File: config.mk
export PLATFORM = sky130hd
export DESIGN_NAME = serial_led_command_parser
export DESIGN_NICKNAME = d
export VERILOG_FILES = /design/src/slcp_pkg.sv /design/src/serial_led_command_parser.sv
export SDC_FILE = /design/constraint.sdc
export NUM_CORES = 1
export LEC_CHECK = 0
export BUFFER_PORTS_ARGS = -buffer_cell sky130_fd_sc_hd__buf_4
export CAP_MARGIN = 10
export CORE_MARGIN = 1
export CORE_UTILIZATION = 50
export DETAILED_ROUTE_END_ITERATION = 8
export PLACE_DENSITY = 0.67
export SETUP_SLACK_MARGIN = 0.05
export SYNTH_ARGS = -nofsm -noshare
export SYNTH_HDL_FRONTEND = slang
export SYNTH_SLANG_ARGS = --single-unit
File: constraint.sdc
create_clock -name clk_i -period 10.6 [get_ports clk_i]
set_input_delay 2.12 -clock clk_i [delete_from_list [all_inputs] [get_ports clk_i]]
set_output_delay 2.12 -clock clk_i [all_outputs]
set_load 0.02 [all_outputs]
File: src/slcp_pkg.sv
// ----------------------------------------------------------------------------
// slcp_pkg: serial LED command parser package
// Command text, status codes and register indexes shared by the parser.
// ----------------------------------------------------------------------------
package slcp_pkg;

  localparam int unsigned NumCmds   = 4;
  localparam int unsigned LevelW    = 7;
  localparam int unsigned StatusW   = 2;
  localparam int unsigned CfgIdxW   = 2;
  localparam int unsigned CmdPosW   = 3;

  localparam logic [7:0]        LineFeed      = 8'h0A;
  localparam logic [LevelW-1:0] StepSizeReset = 7'd25;
  localparam logic [LevelW-1:0] FullLvlReset  = 7'd100;

  typedef enum logic [CfgIdxW-1:0] {
    CfgStepSize  = 2'd0,
    CfgFullLevel = 2'd1
  } cfg_idx_e;

  typedef enum logic [StatusW-1:0] {
    StLevelSet = 2'd0,
    StUnknown  = 2'd1,
    StTooLong  = 2'd2
  } status_e;

  typedef enum logic [1:0] {
    CmdOn  = 2'd0,
    CmdOff = 2'd1,
    CmdBri = 2'd2,
    CmdDim = 2'd3
  } cmd_e;

  // command text, first character in the low byte, zero terminated
  function automatic logic [7:0] cmd_char(input cmd_e cmd, input logic [CmdPosW-1:0] pos);
    logic [63:0] text;
    case (cmd)
      CmdOn:   text = {8'h00, 8'h00, 8'h00, 8'h00, 8'h4E, 8'h4F, 8'h52, 8'h4C};
      CmdOff:  text = {8'h00, 8'h00, 8'h00, 8'h46, 8'h46, 8'h4F, 8'h52, 8'h4C};
      CmdBri:  text = {8'h00, 8'h00, 8'h00, 8'h49, 8'h52, 8'h42, 8'h52, 8'h4C};
      CmdDim:  text = {8'h00, 8'h00, 8'h00, 8'h4D, 8'h49, 8'h44, 8'h52, 8'h4C};
      default: text = '0;
    endcase
    return text[8*pos +: 8];
  endfunction

  function automatic logic [CmdPosW-1:0] cmd_len(input cmd_e cmd);
    logic [CmdPosW-1:0] len;
    case (cmd)
      CmdOn:   len = 3'd4;
      default: len = 3'd5;
    endcase
    return len;
  endfunction

endpackage

File: src/serial_led_command_parser.sv
// ----------------------------------------------------------------------------
// serial_led_command_parser
// Collects serial bytes into a line and turns LRON/LROFF/LRBRI/LRDIM lines
// into a PWM level and a status code.
// ----------------------------------------------------------------------------
//  channel   dir  word                                    handshake
//  s_axis    in   tdata[7:0] rx_byte                      tvalid/tready
//  m_axis    out  tdata[6:0] pwm_level, tuser status      tvalid/tready
//  cfg       in   cfg_index_i register, cfg_data_i value  cfg_valid_i/cfg_ready_o
//
//  one byte is taken every cycle while the skid stage is empty; the command
//  match is tracked per byte, so the line itself is never stored
//  a line feed's result is registered for m_axis, or held in the skid stage
//  a one-word skid stage behind the result register keeps s_axis open while
//  a result waits; s_axis stalls only when both are full
//  reset: level 0, step 25, full level 100, empty line
// ----------------------------------------------------------------------------
module serial_led_command_parser #(
  parameter int unsigned LINE_BYTES = 16
) (
  input  logic                        clk_i,
  input  logic                        rst_ni,
  input  logic                        s_axis_tvalid,
  output logic                        s_axis_tready,
  input  logic [7:0]                  s_axis_tdata,   // [7:0] rx_byte
  output logic                        m_axis_tvalid,
  input  logic                        m_axis_tready,
  output logic [7:0]                  m_axis_tdata,   // [6:0] pwm_level, [7] zero
  output logic [1:0]                  m_axis_tuser,   // [1:0] status
  input  logic                        cfg_valid_i,
  output logic                        cfg_ready_o,
  input  logic [slcp_pkg::CfgIdxW-1:0] cfg_index_i,
  input  logic [slcp_pkg::LevelW-1:0]  cfg_data_i
);
  import slcp_pkg::*;

  localparam int unsigned LenW = $clog2(LINE_BYTES + 1);
  localparam logic [LenW-1:0] LenFull = LenW'(LINE_BYTES);

  typedef struct packed {
    logic [LevelW-1:0] level;
    status_e           status;
  } result_t;

  logic [LevelW-1:0] step_q, full_q, level_q, level_d;
  logic [LenW-1:0]   len_q, len_d;
  logic [NumCmds-1:0] alive_q, alive_d, done_q, done_d, match;
  logic              acc, is_lf, overflow, store;
  result_t           res, out_q, skid_q;
  logic              out_valid_q, skid_valid_q, res_valid;
  logic [LevelW:0]   bri_sum;

  assign cfg_ready_o   = 1'b1;
  assign s_axis_tready = !skid_valid_q;
  assign acc           = s_axis_tvalid && s_axis_tready;
  assign is_lf         = (s_axis_tdata == LineFeed);
  assign overflow      = (len_q == LenFull);
  assign store         = acc && !is_lf && !overflow;
  assign res_valid     = acc && is_lf;

  // per command: prefix still matching, or terminated by a zero byte
  always_comb begin
    alive_d = alive_q;
    done_d  = done_q;
    match   = '0;
    for (int c = 0; c < NumCmds; c++) begin
      logic [CmdPosW-1:0] clen;
      logic               hit;
      clen     = cmd_len(cmd_e'(c));
      hit      = alive_q[c] && (len_q <= LenW'(clen))
                 && (s_axis_tdata == cmd_char(cmd_e'(c), len_q[CmdPosW-1:0]));
      match[c] = done_q[c] || (alive_q[c] && (len_q == LenW'(clen)));
      if (res_valid) begin
        alive_d[c] = 1'b1;
        done_d[c]  = 1'b0;
      end else if (store) begin
        alive_d[c] = hit && (s_axis_tdata != 8'h00);
        done_d[c]  = done_q[c] || (hit && (s_axis_tdata == 8'h00));
      end
    end
  end

  always_comb begin
    len_d = len_q;
    if (res_valid) begin
      len_d = '0;
    end else if (store) begin
      len_d = len_q + LenW'(1);
    end
  end

  assign bri_sum = {1'b0, level_q} + {1'b0, step_q};

  always_comb begin
    level_d    = level_q;
    res.status = StLevelSet;
    if (overflow) begin
      res.status = StTooLong;
    end else if (match[CmdOn]) begin
      level_d = full_q;
    end else if (match[CmdOff]) begin
      level_d = '0;
    end else if (match[CmdBri]) begin
      level_d = (bri_sum >= {1'b0, full_q}) ? full_q : bri_sum[LevelW-1:0];
    end else if (match[CmdDim]) begin
      level_d = (level_q <= step_q) ? '0 : level_q - step_q;
    end else begin
      res.status = StUnknown;
    end
    res.level = level_d;
  end

  always_ff @(posedge clk_i or negedge rst_ni) begin
    if (!rst_ni) begin
      step_q  <= StepSizeReset;
      full_q  <= FullLvlReset;
      level_q <= '0;
      len_q   <= '0;
      alive_q <= '1;
      done_q  <= '0;
    end else begin
      if (cfg_valid_i) begin
        case (cfg_index_i)
          CfgStepSize:  step_q <= cfg_data_i;
          CfgFullLevel: full_q <= cfg_data_i;
          default:      ;
        endcase
      end
      if (res_valid) begin
        level_q <= level_d;
      end
      len_q   <= len_d;
      alive_q <= alive_d;
      done_q  <= done_d;
    end
  end

  // result register with skid stage
  always_ff @(posedge clk_i or negedge rst_ni) begin
    if (!rst_ni) begin
      out_valid_q  <= 1'b0;
      skid_valid_q <= 1'b0;
    end else if (!out_valid_q || m_axis_tready) begin
      if (skid_valid_q) begin
        out_valid_q  <= 1'b1;
        skid_valid_q <= 1'b0;
      end else begin
        out_valid_q <= res_valid;
      end
    end else if (res_valid) begin
      skid_valid_q <= 1'b1;
    end
  end

  always_ff @(posedge clk_i) begin
    if (!out_valid_q || m_axis_tready) begin
      out_q <= skid_valid_q ? skid_q : res;
    end else if (res_valid) begin
      skid_q <= res;
    end
  end

  assign m_axis_tvalid = out_valid_q;
  assign m_axis_tdata  = {1'b0, out_q.level};
  assign m_axis_tuser  = out_q.status;

  a_skid_behind_out: assert property (@(posedge clk_i) disable iff (!rst_ni)
    skid_valid_q |-> out_valid_q) else $error("skid word without result word");

  a_len_bound: assert property (@(posedge clk_i) disable iff (!rst_ni)
    len_q <= LenFull) else $error("line length beyond line size");

  a_lf_clears: assert property (@(posedge clk_i) disable iff (!rst_ni)
    res_valid |=> (len_q == '0)) else $error("line feed did not clear the line");

  a_single_match: assert property (@(posedge clk_i) disable iff (!rst_ni)
    $onehot0(match)) else $error("more than one command matches");

endmodule
Word level (Yosys, flattened, before mapping):

Index checks and enable logic that the tools add are counted.

* flip-flop bits (word level): 54
* latch bits: 0
* memory bits (writable): 0
* ROM bits: 0
* bits of input ports: 22
* output and inout bits: 13
* word-level logic and storage cells: 112
* memories kept: 0

* add/sub/neg operators: 3
* multiply operators: 0
* div/mod/pow operators: 0
* order comparisons: 4
* eq/ne operators: 9
* shift-type cells: 4
* mux-type cells: 34
* bitwise operators: 1
* reductions and logical operators: 45

Operators with widths (number)
* $shiftx A64 B7 Y8 const A: 4
* $mux W7: 7
* $eq A8 B8 Y1: 4
* $logic_and A1 B1 Y1: 24
* $mux W1: 23
* $eq A5 B3 Y1 const B: 2
* $le A5 B3 Y1 const B: 2
* $mux W5: 2
* $logic_or A1 B1 Y1: 9
* $mux W9: 1
* $add A7 B7 Y8: 1
* $eq A8 B4 Y1 const B: 1
* $ge A8 B7 Y1: 1
* $logic_not A8 Y1: 1
* $reduce_bool A8 Y1: 1
* $le A7 B7 Y1: 1
* $sub A7 B7 Y7: 1
* $reduce_and A2 Y1: 3
* $add A5 B1 Y5 const B: 1
* $eq A5 B5 Y1 const B: 1
* $logic_not A1 Y1: 4
* $reduce_bool A2 Y1: 2
* $eq A2 B1 Y1 const B: 1
* $logic_not A2 Y1: 1
* other kinds (2): 2

Longest topological paths before layout:

Gate-level depths: netlist of run 1.

* word-level depth: 9
* gate-level depth with buffers: 14
* mapped depth without buffers: 13

Worst setup path after synthesis of run 1:

OpenSTA, ideal clock, no wires.

* path kind: in2reg
* from: input port s_axis_tdata[0]
* to: register skid_q[0] in the netlist's numbering, enable pin
* data arrival time: 3695 ps
* data required time: 10226 ps
* setup slack: 6531 ps
* stages on the path: 6
* cell sequence: buf_2 or4_4 nor3_4 nand2_1 buf_2 nor2_1

* longest elaborated chain between the ends: 3

RTL lines
* start: declaration: line serial_led_command_parser.sv:25 `input logic [7:0] s_axis_tdata,`
* $eq A8 B4 Y1: line serial_led_command_parser.sv:56 `assign is_lf = (s_axis_tdata == LineFeed);`
* $logic_and A1 B1 Y1: line serial_led_command_parser.sv:59 `assign res_valid = acc && is_lf;`
* $reduce_and A2 Y1 (no source line)
* end signal: assignment: line serial_led_command_parser.sv:159 `skid_q <= res;`
* end: declaration: line serial_led_command_parser.sv:49 `result_t res, out_q, skid_q;`

Every way passes these cells.
A chain may end at the register's enable or synchronous reset.

Final worst setup path of run 1:

* from: register level_q[2]
* to: register out_q, in the netlist m_axis_tdata[6] (data pin)

* longest elaborated chain between the ends: 8
* elaborated cells between the ends (all ways): 12
* those cells by class: add/sub: 2; order compare: 2; mux: 8

RTL lines
* start: declaration: line serial_led_command_parser.sv:45 `logic [LevelW-1:0] step_q, full_q, level_q, level_d;`
* start signal: assignment: line serial_led_command_parser.sv:130 `level_q <= level_d;`
* $add A7 B7 Y8, or another cell as far along: line serial_led_command_parser.sv:92 `assign bri_sum = {1'b0, level_q} + {1'b0, step_q};`
* $ge A8 B7 Y1 or $mux W7 (tied branches): line serial_led_command_parser.sv:104, serial_led_command_parser.sv:106
* $mux W7, on equally long branches: line serial_led_command_parser.sv:104, serial_led_command_parser.sv:105
* $mux W7 (*): line serial_led_command_parser.sv:103 `end else if (match[CmdBri]) begin`
* $mux W7 (*): line serial_led_command_parser.sv:101 `end else if (match[CmdOff]) begin`
* $mux W7 (*): line serial_led_command_parser.sv:99 `end else if (match[CmdOn]) begin`
* $mux W7 (*): line serial_led_command_parser.sv:97 `if (overflow) begin`
* $mux W9 (*): line serial_led_command_parser.sv:157 `out_q <= skid_valid_q ? skid_q : res;`
* end signal: assignment: line serial_led_command_parser.sv:157
* end: declaration: line serial_led_command_parser.sv:49

Mark *: on every way between the ends. The rest lies on a longest branch, timed or not.

==> metrics.md, run 1 <==
| Metric | Value |
|---|---|
| CTS tree | `done` |
| # rows | `32` |
| Mapped Cells | `about 440` |
| Hold crit path type | `reg2reg` |
| Chip Width | `92.6 um` |
| Met2 usage in global routing | `35.2%` |
| Mapped Nets | `494` |
| Drt wl/cell | `16.5 um` |
| Core Region | `~0.0078 mm^2` |
| Clock tree buffer depth | `2` |
| GR Util met3 | `3.69%` |
| CTS Hold Buffers Added | `0` |
| Worst Path Required | `10670 ps` |
| Critical path class | `reg2reg` |
| Clock buffer count from CTS | `5` |
| Root Driver | `clkbuf_8` |
| Initial drt markers | `~220` |
| Grt total ovfl | `0` |
| Critical-path cell list | `ha_1 -> and2b_1 -> a211oi_2 -> o31ai_1 -> xor2_1 -> ha_1 -> a21o_1 -> a2111oi_1 -> o31ai_1 -> or4_1 -> nand4_1 -> a31oi_1` |
| WP buf/inv | `0` |
| Critical path capture point type | `register` |
| Largest net degree at the start of global routing | `37` |
| Delay-heaviest family, CP | `compound AO/OA/AOI/OAI gates` |
| Worst-Margin Slew | `724 ps` |
| First-pass GRT wire length | `15.7 mm` |
| PostCTS Resize Cnt | `0` |
| Fmax | `249 MHz` |
| Slowest CP cell | `a2111oi_1` |
| Worst EP arrival | `a little over 4000 ps` |
| Number of synthesized flops with an enable pin | `18` |
| Final Hold Fails | `0` |
| Min cycle time layout | `4020 ps` |
| Port Buf Inserts | `32` |
| CTS HTree Levels | `2` |
| Net count, final | `510` |
| Max-cap violations | `0` |
| Lkg Pwr | `1.85 nW` |
| Status | `finished, final reports clean` |
| Number of global-route vias before repair | `3103` |
| Antenna Nets Post-Route | `0` |
| Seq cells post-synth | `54` |
| Placer congestion estimate | `0.937` |
| Via count | `3349` |
| Startpoint Class | `register` |
| Number of setup buffers added after CTS | `0` |
| Rel. slew slack | `51.1%` |
| Top FF cell, synth | `dfrtp_1` |
| First-pass iteration count of the detailed router | `4` |
| Layout cells sized above 1 | `17.8%` |
| Area grow syn2layout | `7.89%` |
| # clock sinks | `54` |
| Die Ht | `92.6 um` |
| Final period util | `37.9%` |
| Synth warn | `0` |
| Vias/cell | `5.96` |
| Setup TNS | `0 ps` |
| GRT busiest layer | `met2` |
| Die area | `around 0.0086 mm^2` |
| Setup violators final | `0` |
| Crit-path max FO | `8` |
| Power per cell area | `155 mW/mm^2` |
| Total wire length | `9.29 mm` |
| VDD IR max | `0.0980 mV` |
| Core Util, Final | `between 50% and 60%` |
| Initial Utilization | `52.3%` |
| Synth async-reset ratio | `66.7%` |
| Slew Viols, Final | `0` |
| Average size of a mapped cell | `9.27 um^2` |
| IO Pins | `35` |
| Initial antenna violation count | `0` |
| Mapped cell area | `0.00411 mm^2` |
| HPWL Detailed | `7.24 mm` |
| GR Util All Layers | `23.2%` |
| Clk_skew | `between 8 and 9 ps` |
| DRC errors left | `0` |
| GR met1 Demand/Resource | `34.7%` |
| Clk slew on worst S/H paths | `110 ps` |
| Sequential fraction of the synthesis area | `35.4%` |
| Diodes inserted | `0` |
| Crit-path max cell delay | `580 ps` |
| Clk Latency, worst-skew pair | `between 300 and 400 ps` |
| Yosys cell types | `76` |
| RSZ-0062 raised after global routing | `no` |
path summary, 6_finish.rpt:
kind	slack, ps	endpoint	start	cells past startpoint
setup / recovery	6580	m_axis_tdata[6]$_DFFE_PN_	level_q[2]$_DFFE_PN0P_	12
hold / removal	520	done_q[1]$_DFFE_PN0P_	done_q[1]$_DFFE_PN0P_	2
setup reg to reg	6580	m_axis_tdata[6]$_DFFE_PN_	level_q[2]$_DFFE_PN0P_	12
hold reg to reg	520	done_q[1]$_DFFE_PN0P_	done_q[1]$_DFFE_PN0P_	2
max in group asynchronous	8510	step_q[4]$_DFFE_PN1P_	rst_ni	1
min in group asynchronous	1730	len_q[0]$_DFFE_PN0P_	rst_ni	1
logic make-up (layout without fill, tap and decap cells):
group	count (synthesis)	in the layout	synth area share, %
AND/OR/NAND/NOR	154	154	19.7
AO/OA/AOI/OAI	126	126	22.5
flip-flops	54	54	35.4
buffers and inverters	46	63	5.55
adder cells (fa/ha/maj)	29	29	9.20
XOR/XNOR	19	19	4.05
multiplexers	13	13	3.44
other	2	2	0.183
cells in the mapped netlist (all sizes together) (11+ instances only):
cell type | count | area share [%]
edfxtp | 18 | 13
ha | 27 | 8.2
nor2 | 47 | 4.5
a31oi | 12 | 1.8
a21oi | 25 | 3.2
dfrtp | 26 | 16
nor3 | 12 | 1.7
o21ai | 22 | 2.7
xnor2 | 11 | 2.3
nand2 | 34 | 3.1
buf | 18 | 3.0
inv | 21 | 1.9
stage by stage:
step | hold slack (ps) | instance area, um^2 | instances | power, mW | worst slack, ps
3_3_place_gp | 483 | 4340 | 554 | 0.555 | 6260
5_1_grt | 534 | 4430 | 562 | 0.733 | 6410
4_1_cts | 520 | 4430 | 562 | 0.686 | 6600
2_1_floorplan | 463 | 4110 | 443 | 0.494 | 6530
6_report | 517 | 4430 | 562 | 0.685 | 6580
3_5_place_dp | 496 | 4340 | 554 | 0.563 | 6260
worst register-to-register path: stages (launching register included):
cell and delay (ps):
dfrtp_1 460, ha_1 420, and2b_1 220, a211oi_2 260
o31ai_1 110, xor2_1 200, ha_1 290, a21o_1 180
a2111oi_1 580, o31ai_1 290, or4_1 460, nand4_1 180
a31oi_1 100
final cells by class:
cell class	instances	area (um^2)
repair buffers	33	248
fillers	724	3420
clock inverters	3	25.0
well taps	102	128
flip-flops and latches	54	1450
clock buffers	5	68.8
multi-input cells	343	2420
inverters	22	82.6
cell usage in the layout (no fill, tap or decap), types with 11 or more instances in the layout:
cell type and n:
a21oi_1 23, o21ai_0 22, nor2_1 46, nand2_1 34, a31oi_1 12, ha_1 27
dfrtp_1 26, inv_1 21, nor3_1 11, edfxtp_1 18, xnor2_1 11, buf_4 33
metal layers:
metal	vias up	part of all wire [%]
met5	-	0
li1	1660	-
met3	9	5.0
met4	0	0.90
met2	88	44
met1	1592	50
power breakdown:
part	switching (mW)	internal, mW
registers	0.0429	0.245
clock network	0.0744	0.0479
logic	0.158	0.117
total	0.275	0.409
flip-flops by register name, summed over array words and instances (netlist names):
name	flops
m_axis_tuser	2
skid_valid_q	1
alive_q	4
full_q	7
done_q	4
m_axis_tvalid	1
step_q	7
skid_q	9
level_q	7
len_q	5
m_axis_tdata	7
Power figures use the tool's default switching activity.
==> inputs of run 2 (changes only) <==
==> constraint.sdc (replaced) <==
create_clock -name clk_i -period 4.2 [get_ports clk_i]
set_input_delay 0.84 -clock clk_i [delete_from_list [all_inputs] [get_ports clk_i]]
set_output_delay 0.84 -clock clk_i [all_outputs]
set_load 0.02 [all_outputs]
==> metrics.md, run 2 (same netlist as run 1, synthesis figures left out) <==
| Metric | Value |
|---|---|
| Status | `finished, final reports clean` |
| Chip Width | `92.6 um` |
| PostCTS Resize Cnt | `0` |
| Number of global-route vias before repair | `3154` |
| Area of the multi-input gates | `0.00242 mm^2` |
| HPWL Detailed | `7.32 mm` |
| Grt total ovfl | `0` |
| Reg2Reg Depth | `12` |
| Layout cells sized above 1 | `18.4%` |
| # clock sinks | `54` |
| Diodes inserted | `0` |
| Top reg by flops | `skid_q` |
| Area grow syn2layout | `8.56%` |
| Die Ht | `92.6 um` |
| IO Pins | `35` |
| Drt wl/cell | `17.1 um` |
| Reg2reg end | `m_axis_tdata[5]$_DFFE_PN_` |
| Fillcell total | `727` |
| Antenna Nets Post-Route | `0` |
| Root Driver | `clkbuf_8` |
| Largest net degree at the start of global routing | `37` |
| Min cycle time layout | `3910 ps` |
| Die area | `0.00858 mm^2` |
| Worst Path Required | `between 4000 and 5000 ps` |
| Final Worst Setup Slack | `290 ps` |
| Critical path class | `reg2reg` |
| GR Util All Layers | `23.9%` |
| R2r startpoint | `level_q[2]$_DFFE_PN0P_` |
| Storage element area | `around 0.0015 mm^2` |
| Clock buffer count from CTS | `5` |
| Hold crit path type | `in2async` |
| Critical path capture point type | `register` |
| First-pass GRT wire length | `about 16 mm` |
| CTS tree | `done` |
| Slew Viols, Final | `0` |
| Initial Utilization | `between 50% and 60%` |
| Setup TNS | `0 ps` |
| Final Hold Fails | `0` |
| Pre-CTS setup slack | `343 ps` |
| Port Buf Inserts | `32` |
| Placer congestion estimate | `0.966` |
| Max-cap violations | `0` |
| Critical path startpoint | `level_q[2]$_DFFE_PN0P_` |
| Worst reg2reg setup slack | `290 ps` |
| CTS HTree Levels | `2` |
| Commonest non-fill, non-tap cells in the layout | `nor2_1, buf_4, nand2_1` |
| Finished Layout Cells | `565` |
| First-pass iteration count of the detailed router | `7` |
| Worst EP arrival | `3970 ps` |
| Placed instance count | `557` |
| Via count | `3435` |
| Startpoint Class | `register` |
| Setup violators final | `0` |
| Rel. slew slack | `51.4%` |
| Net count, final | `roughly 510` |
| Clk slew on worst S/H paths | `100 ps` |
| Crit-path max FO | `8` |
| Fmax | `256 MHz` |
| Worst-Margin Slew | `728 ps` |
| Max FFs per register | `9` |
| # rows | `32` |
| Clk_skew | `6.67 ps` |
| RSZ-0062 raised after global routing | `no` |
| Lkg Pwr | `approximately 1.9 nW` |
| Commonest non-fill, non-tap cell in the layout | `nor2_1` |
| Power per cell area | `391 mW/mm^2` |
| DRC errors left | `0` |
| Clk Latency, worst-skew pair | `320 ps` |
| Vias/cell | `6.08` |
| Total wire length | `9.65 mm` |
| CTS Hold Buffers Added | `0` |
| Clock tree buffer depth | `2` |
| Core Region | `0.00785 mm^2` |
| Final period util | `a little over 90%` |
| VDD IR max | `0.256 mV` |
| Initial drt markers | `253` |
| Number of setup buffers added after CTS | `0` |
| Initial antenna violation count | `0` |
run 2: cell types whose count changed in the layout (fill, tap and decap cells not counted):
cell | before | now
buf_4 | 33 | 36
clkinv_4 | 1 | 0
clkbuf_8 | 5 | 6
run 2: routing by layer:
| metal | GRT usage [%] | share of wire, % | vias up |
|---|---|---|---|
| met4 | 4.87 | 1.4 | 0 |
| met3 | 5.25 | 7.4 | 14 |
| met2 | 35.2 | 42 | 149 |
| met1 | 36.0 | 49 | 1609 |
| met5 | 0 | 0 | - |
| li1 | - | - | 1663 |
run 2: layout make-up:
cell class,instances,share of cell area (%)
tap,102,2.86
inverter,22,1.85
clock buffer,6,1.85
timing repair buffer,36,6.06
sequential,54,32.6
clock inverter,2,0.365
multi-input combinational,343,54.4
run 2: worst max-delay path by stage:
stage	cells past startpoint	slack, ps	endpoint
floorplan	13	700	m_axis_tdata[6]$_DFFE_PN_
global placement	12	510	m_axis_tdata[1]$_DFFE_PN_
detailed placement	12	340	m_axis_tdata[6]$_DFFE_PN_
CTS	12	340	m_axis_tdata[6]$_DFFE_PN_
global route	12	80	m_axis_tdata[0]$_DFFE_PN_
finish	12	290	m_axis_tdata[5]$_DFFE_PN_
run 2: metrics by stage:
step / instance area [um^2] / hold WS [ps] / power [mW] / utilization, %
floorplan: 4110 / 463 / 1.25 / -
global placement: 4360 / 483 / 1.41 / 55.5
detailed placement: 4360 / 495 / 1.42 / 55.5
CTS: 4460 / 487 / 1.74 / 56.8
global route: 4460 / 491 / 1.86 / 56.8
finish: 4460 / 471 / 1.75 / 56.8
run 2: power by group:
group / total [mW] / internal (mW) / switching [mW] / leakage (nW)
registers: 0.725 / 0.618 / 0.107 / 0.628
logic: 0.699 / 0.298 / 0.401 / 1.19
clock network: 0.321 / 0.136 / 0.184 / 0.0478
run 2: critical path, stage by stage (launching register included):
cell and delay (ps):
dfrtp_1 460, ha_1 410, and2b_1 220, a211oi_2 260
o31ai_1 110, xor2_1 210, ha_1 290, a21o_1 200
a2111oi_1 510, o31a_1 270, nand2_1 110, o31ai_1 460
o31ai_1 150
==> inputs of run 3 (changes only) <==
--- a/config.mk
+++ b/config.mk
@@ -5,10 +5,12 @@
 export SDC_FILE = /design/constraint.sdc
 export NUM_CORES = 1
 export LEC_CHECK = 0
+export ABC_AREA = 1
 export BUFFER_PORTS_ARGS = -buffer_cell sky130_fd_sc_hd__buf_4
 export CAP_MARGIN = 10
 export CORE_MARGIN = 1
 export CORE_UTILIZATION = 50
+export CTS_BUF_LIST = sky130_fd_sc_hd__clkbuf_16
 export DETAILED_ROUTE_END_ITERATION = 8
 export PLACE_DENSITY = 0.67
 export SETUP_SLACK_MARGIN = 0.05
==> constraint.sdc (replaced) <==
create_clock -name clk_i -period 3.93 [get_ports clk_i]
set_input_delay 0.786 -clock clk_i [delete_from_list [all_inputs] [get_ports clk_i]]
set_output_delay 0.786 -clock clk_i [all_outputs]
set_load 0.02 [all_outputs]
==> metrics.md, run 3 <==
| Metric | Value |
|---|---|
| Clock buffer count from CTS | `5` |
| Clk slew on worst S/H paths | `~80 ps` |
| Finished Layout Cells | `660` |
| Average size of a mapped cell | `7.48 um^2` |
| Commonest non-fill, non-tap cells in the layout | `nand2_1, inv_1, nand3_1` |
| Reg2Reg Depth | `21` |
| Clk Latency, worst-skew pair | `300 ps` |
| Mapped cell area | `0.00398 mm^2` |
| CTS HTree Levels | `2` |
| Area of the multi-input gates | `around 0.0021 mm^2` |
| Crit path top cell by count | `nand2_1` |
| Crit path to | `m_axis_tdata[0]$_DFFE_PN_` |
| CTS tree | `done` |
| Sequential fraction of the synthesis area | `36.5%` |
| DRC errors left | `0` |
| Placed instance count | `652` |
| Commonest non-fill, non-tap cell in the layout | `nand2_1` |
| Fmax | `between 300 and 400 MHz` |
| Final Hold Fails | `0` |
| WP buf/inv | `3` |
| Clock tree buffer depth | `2` |
| Initial drt markers | `166` |
| Critical path startpoint | `step_q[3]$_DFFE_PN1P_` |
| Setup violators final | `0` |
| Root Driver | `clkbuf_16` |
| Core Region | `0.00773 mm^2` |
| Number of setup buffers added after CTS | `0` |
| Power per cell area | `480 mW/mm^2` |
| Top post-synthesis cells by count | `nand2_1, inv_1, nand3_1` |
| Worst EP arrival | `3240 ps` |
| Yosys cell types | `47` |
| # rows | `32` |
| R2r startpoint | `step_q[3]$_DFFE_PN1P_` |
| VDD IR max | `0.287 mV` |
| Chip Width | `91.2 um` |
| IO Pins | `35` |
| Total wire length | `9.59 mm` |
| Top reg by flops | `skid_q` |
| First-pass GRT wire length | `approximately 16 mm` |
| Worst-Margin Slew | `833 ps` |
| Synth warn | `0` |
| Number of synthesized flops with an enable pin | `18` |
| Crit-path max cell delay | `550 ps` |
| Mapped Cells | `between 500 and 600` |
| Initial antenna violation count | `0` |
| Ranking of synthesized cells by area | `dfrtp_1, edfxtp_1, nand2_1` |
| Cell count along the critical path | `21` |
| Lkg Pwr | `approximately 2.2 nW` |
| Storage element area | `0.00145 mm^2` |
| Fillcell total | `between 700 and 800` |
| Startpoint Class | `register` |
| Antenna Nets Post-Route | `0` |
| Reg2reg end | `m_axis_tdata[0]$_DFFE_PN_` |
| Status | `finished, final reports clean` |
| Critical path class | `reg2reg` |
| Critical path capture point type | `register` |
| Mapped Nets | `between 500 and 600` |
| Max-cap violations | `0` |
| Worst reg2reg setup slack | `740 ps` |
| Largest net degree at the start of global routing | `37` |
| Delay-heaviest family, CP | `simple AND/OR/NAND/NOR gates` |
| Die area | `a little over 0.008 mm^2` |
| HPWL Detailed | `7.51 mm` |
| Setup TNS | `0 ps` |
| Yosys top cell by area | `dfrtp_1` |
| Diodes inserted | `0` |
| Initial Utilization | `51.5%` |
| First-pass iteration count of the detailed router | `4` |
| Post-synth top area share | `16.4%` |
| Final period util | `81.3%` |
| Net count, final | `608` |
| Seq cells post-synth | `54` |
| Placer congestion estimate | `0.888` |
| Crit-path max FO | `8` |
| Via count | `3527` |
| Hold slack final | `445 ps` |
| Number of global-route vias before repair | `3454` |
| Vias/cell | `5.34` |
| Clk_skew | `7.54 ps` |
| Max FFs per register | `9` |
| Grt total ovfl | `0` |
| Slowest CP cell | `dfstp_2` |
| Die Ht | `91.2 um` |
| Synth async-reset ratio | `66.7%` |
| Layout cells sized above 1 | `14.3%` |
| # clock sinks | `54` |
| Worst Path Required | `3980 ps` |
| Critical-path cell list | `inv_1 -> ha_1 -> inv_1 -> a21oi_1 -> nand2_1 -> nand3_1 -> nand2_1 -> nand2_1 -> nand2_1 -> ha_1 -> inv_1 -> o21a_1 -> nand2_2 -> nor2_8 -> nand2_4 -> nand2_1 -> nand3_1 -> nand2_1 -> a21boi_2 -> nand2_1 -> nand2_1` |
| CTS Hold Buffers Added | `0` |
| Top FF cell, synth | `dfrtp_1` |
| Slew Viols, Final | `0` |
| GR Util All Layers | `25.0%` |
| Drt wl/cell | `14.5 um` |
| Hold crit path type | `in2async` |
| PostCTS Resize Cnt | `0` |
| Min cycle time layout | `3190 ps` |
| Area grow syn2layout | `11.4%` |
| Port Buf Inserts | `32` |
| Count leader, synth | `nand2_1` |
| RSZ-0062 raised after global routing | `no` |
| Rel. slew slack | `44.3%` |
-- run 3: cell type report --
cell class / instances / area share (%)
Multi-Input combinational cell: 384 / 48.5
Clock inverter: 3 / 0.649
Clock buffer: 5 / 2.82
Sequential cell: 54 / 32.8
Tap cell: 102 / 2.88
Timing Repair Buffer: 33 / 5.59
Inverter: 79 / 6.75
-- run 3: per-layer routing --
layer	wire length [um]	global-route usage, %
met1	4330	31.9
met3	308	3.10
met4	228	8.33
met2	4730	43.8
met5	0	0
-- run 3: how the worst min path moves through the flow --
stage | from | end | depth (start not counted)
after global placement | done_q[1]$_DFFE_PN0P_ | done_q[1]$_DFFE_PN0P_ | 2
after floorplan | done_q[1]$_DFFE_PN0P_ | done_q[1]$_DFFE_PN0P_ | 2
final | rst_ni | level_q[3]$_DFFE_PN0P_ | 1
after global routing | rst_ni | level_q[3]$_DFFE_PN0P_ | 1
after detailed placement | done_q[1]$_DFFE_PN0P_ | done_q[1]$_DFFE_PN0P_ | 2
after CTS | rst_ni | level_q[3]$_DFFE_PN0P_ | 1
-- run 3: cells by family (layout without fill, tap and decap cells) --
kind of cell	count (synthesis)	in the layout	synth area share (%)
adder cells (fa/ha/maj)	29	29	9.50
other	2	2	0.189
flip-flops	54	54	36.5
buffers and inverters	94	120	9.43
AND/OR/NAND/NOR	248	248	27.5
XOR/XNOR	15	15	3.30
AO/OA/AOI/OAI	90	90	13.5
-- run 3: where the power goes --
group / total, mW / switching [mW] / internal, mW / leakage (nW)
registers: 0.766 / 0.0909 / 0.675 / 0.591
clock network: 0.456 / 0.213 / 0.243 / 0.0759
logic: 0.907 / 0.578 / 0.329 / 1.52
total: 2.13 / 0.881 / 1.25 / 2.18
-- run 3: through the flow --
step / instance area, um^2 / setup slack [ps] / total power, mW / utilization, %
after floorplan: 3980 / 999 / 1.43 / -
after global placement: 4280 / 825 / 1.66 / 55.4
after detailed placement: 4280 / 773 / 1.67 / 55.4
after CTS: 4430 / 749 / 2.14 / 57.4
after global routing: 4430 / 423 / 2.30 / 57.4
final: 4430 / 736 / 2.13 / 57.4
-- run 3: worst register-to-register path: stages (launching register included) --
cell and delay, ps:
dfstp_2 550, inv_1 40, ha_1 410, inv_1 140
a21oi_1 140, nand2_1 90, nand3_1 90, nand2_1 50
nand2_1 50, nand2_1 90, ha_1 290, inv_1 60
o21a_1 130, nand2_2 80, nor2_8 180, nand2_4 90
nand2_1 80, nand3_1 60, nand2_1 120, a21boi_2 70
nand2_1 70, nand2_1 50
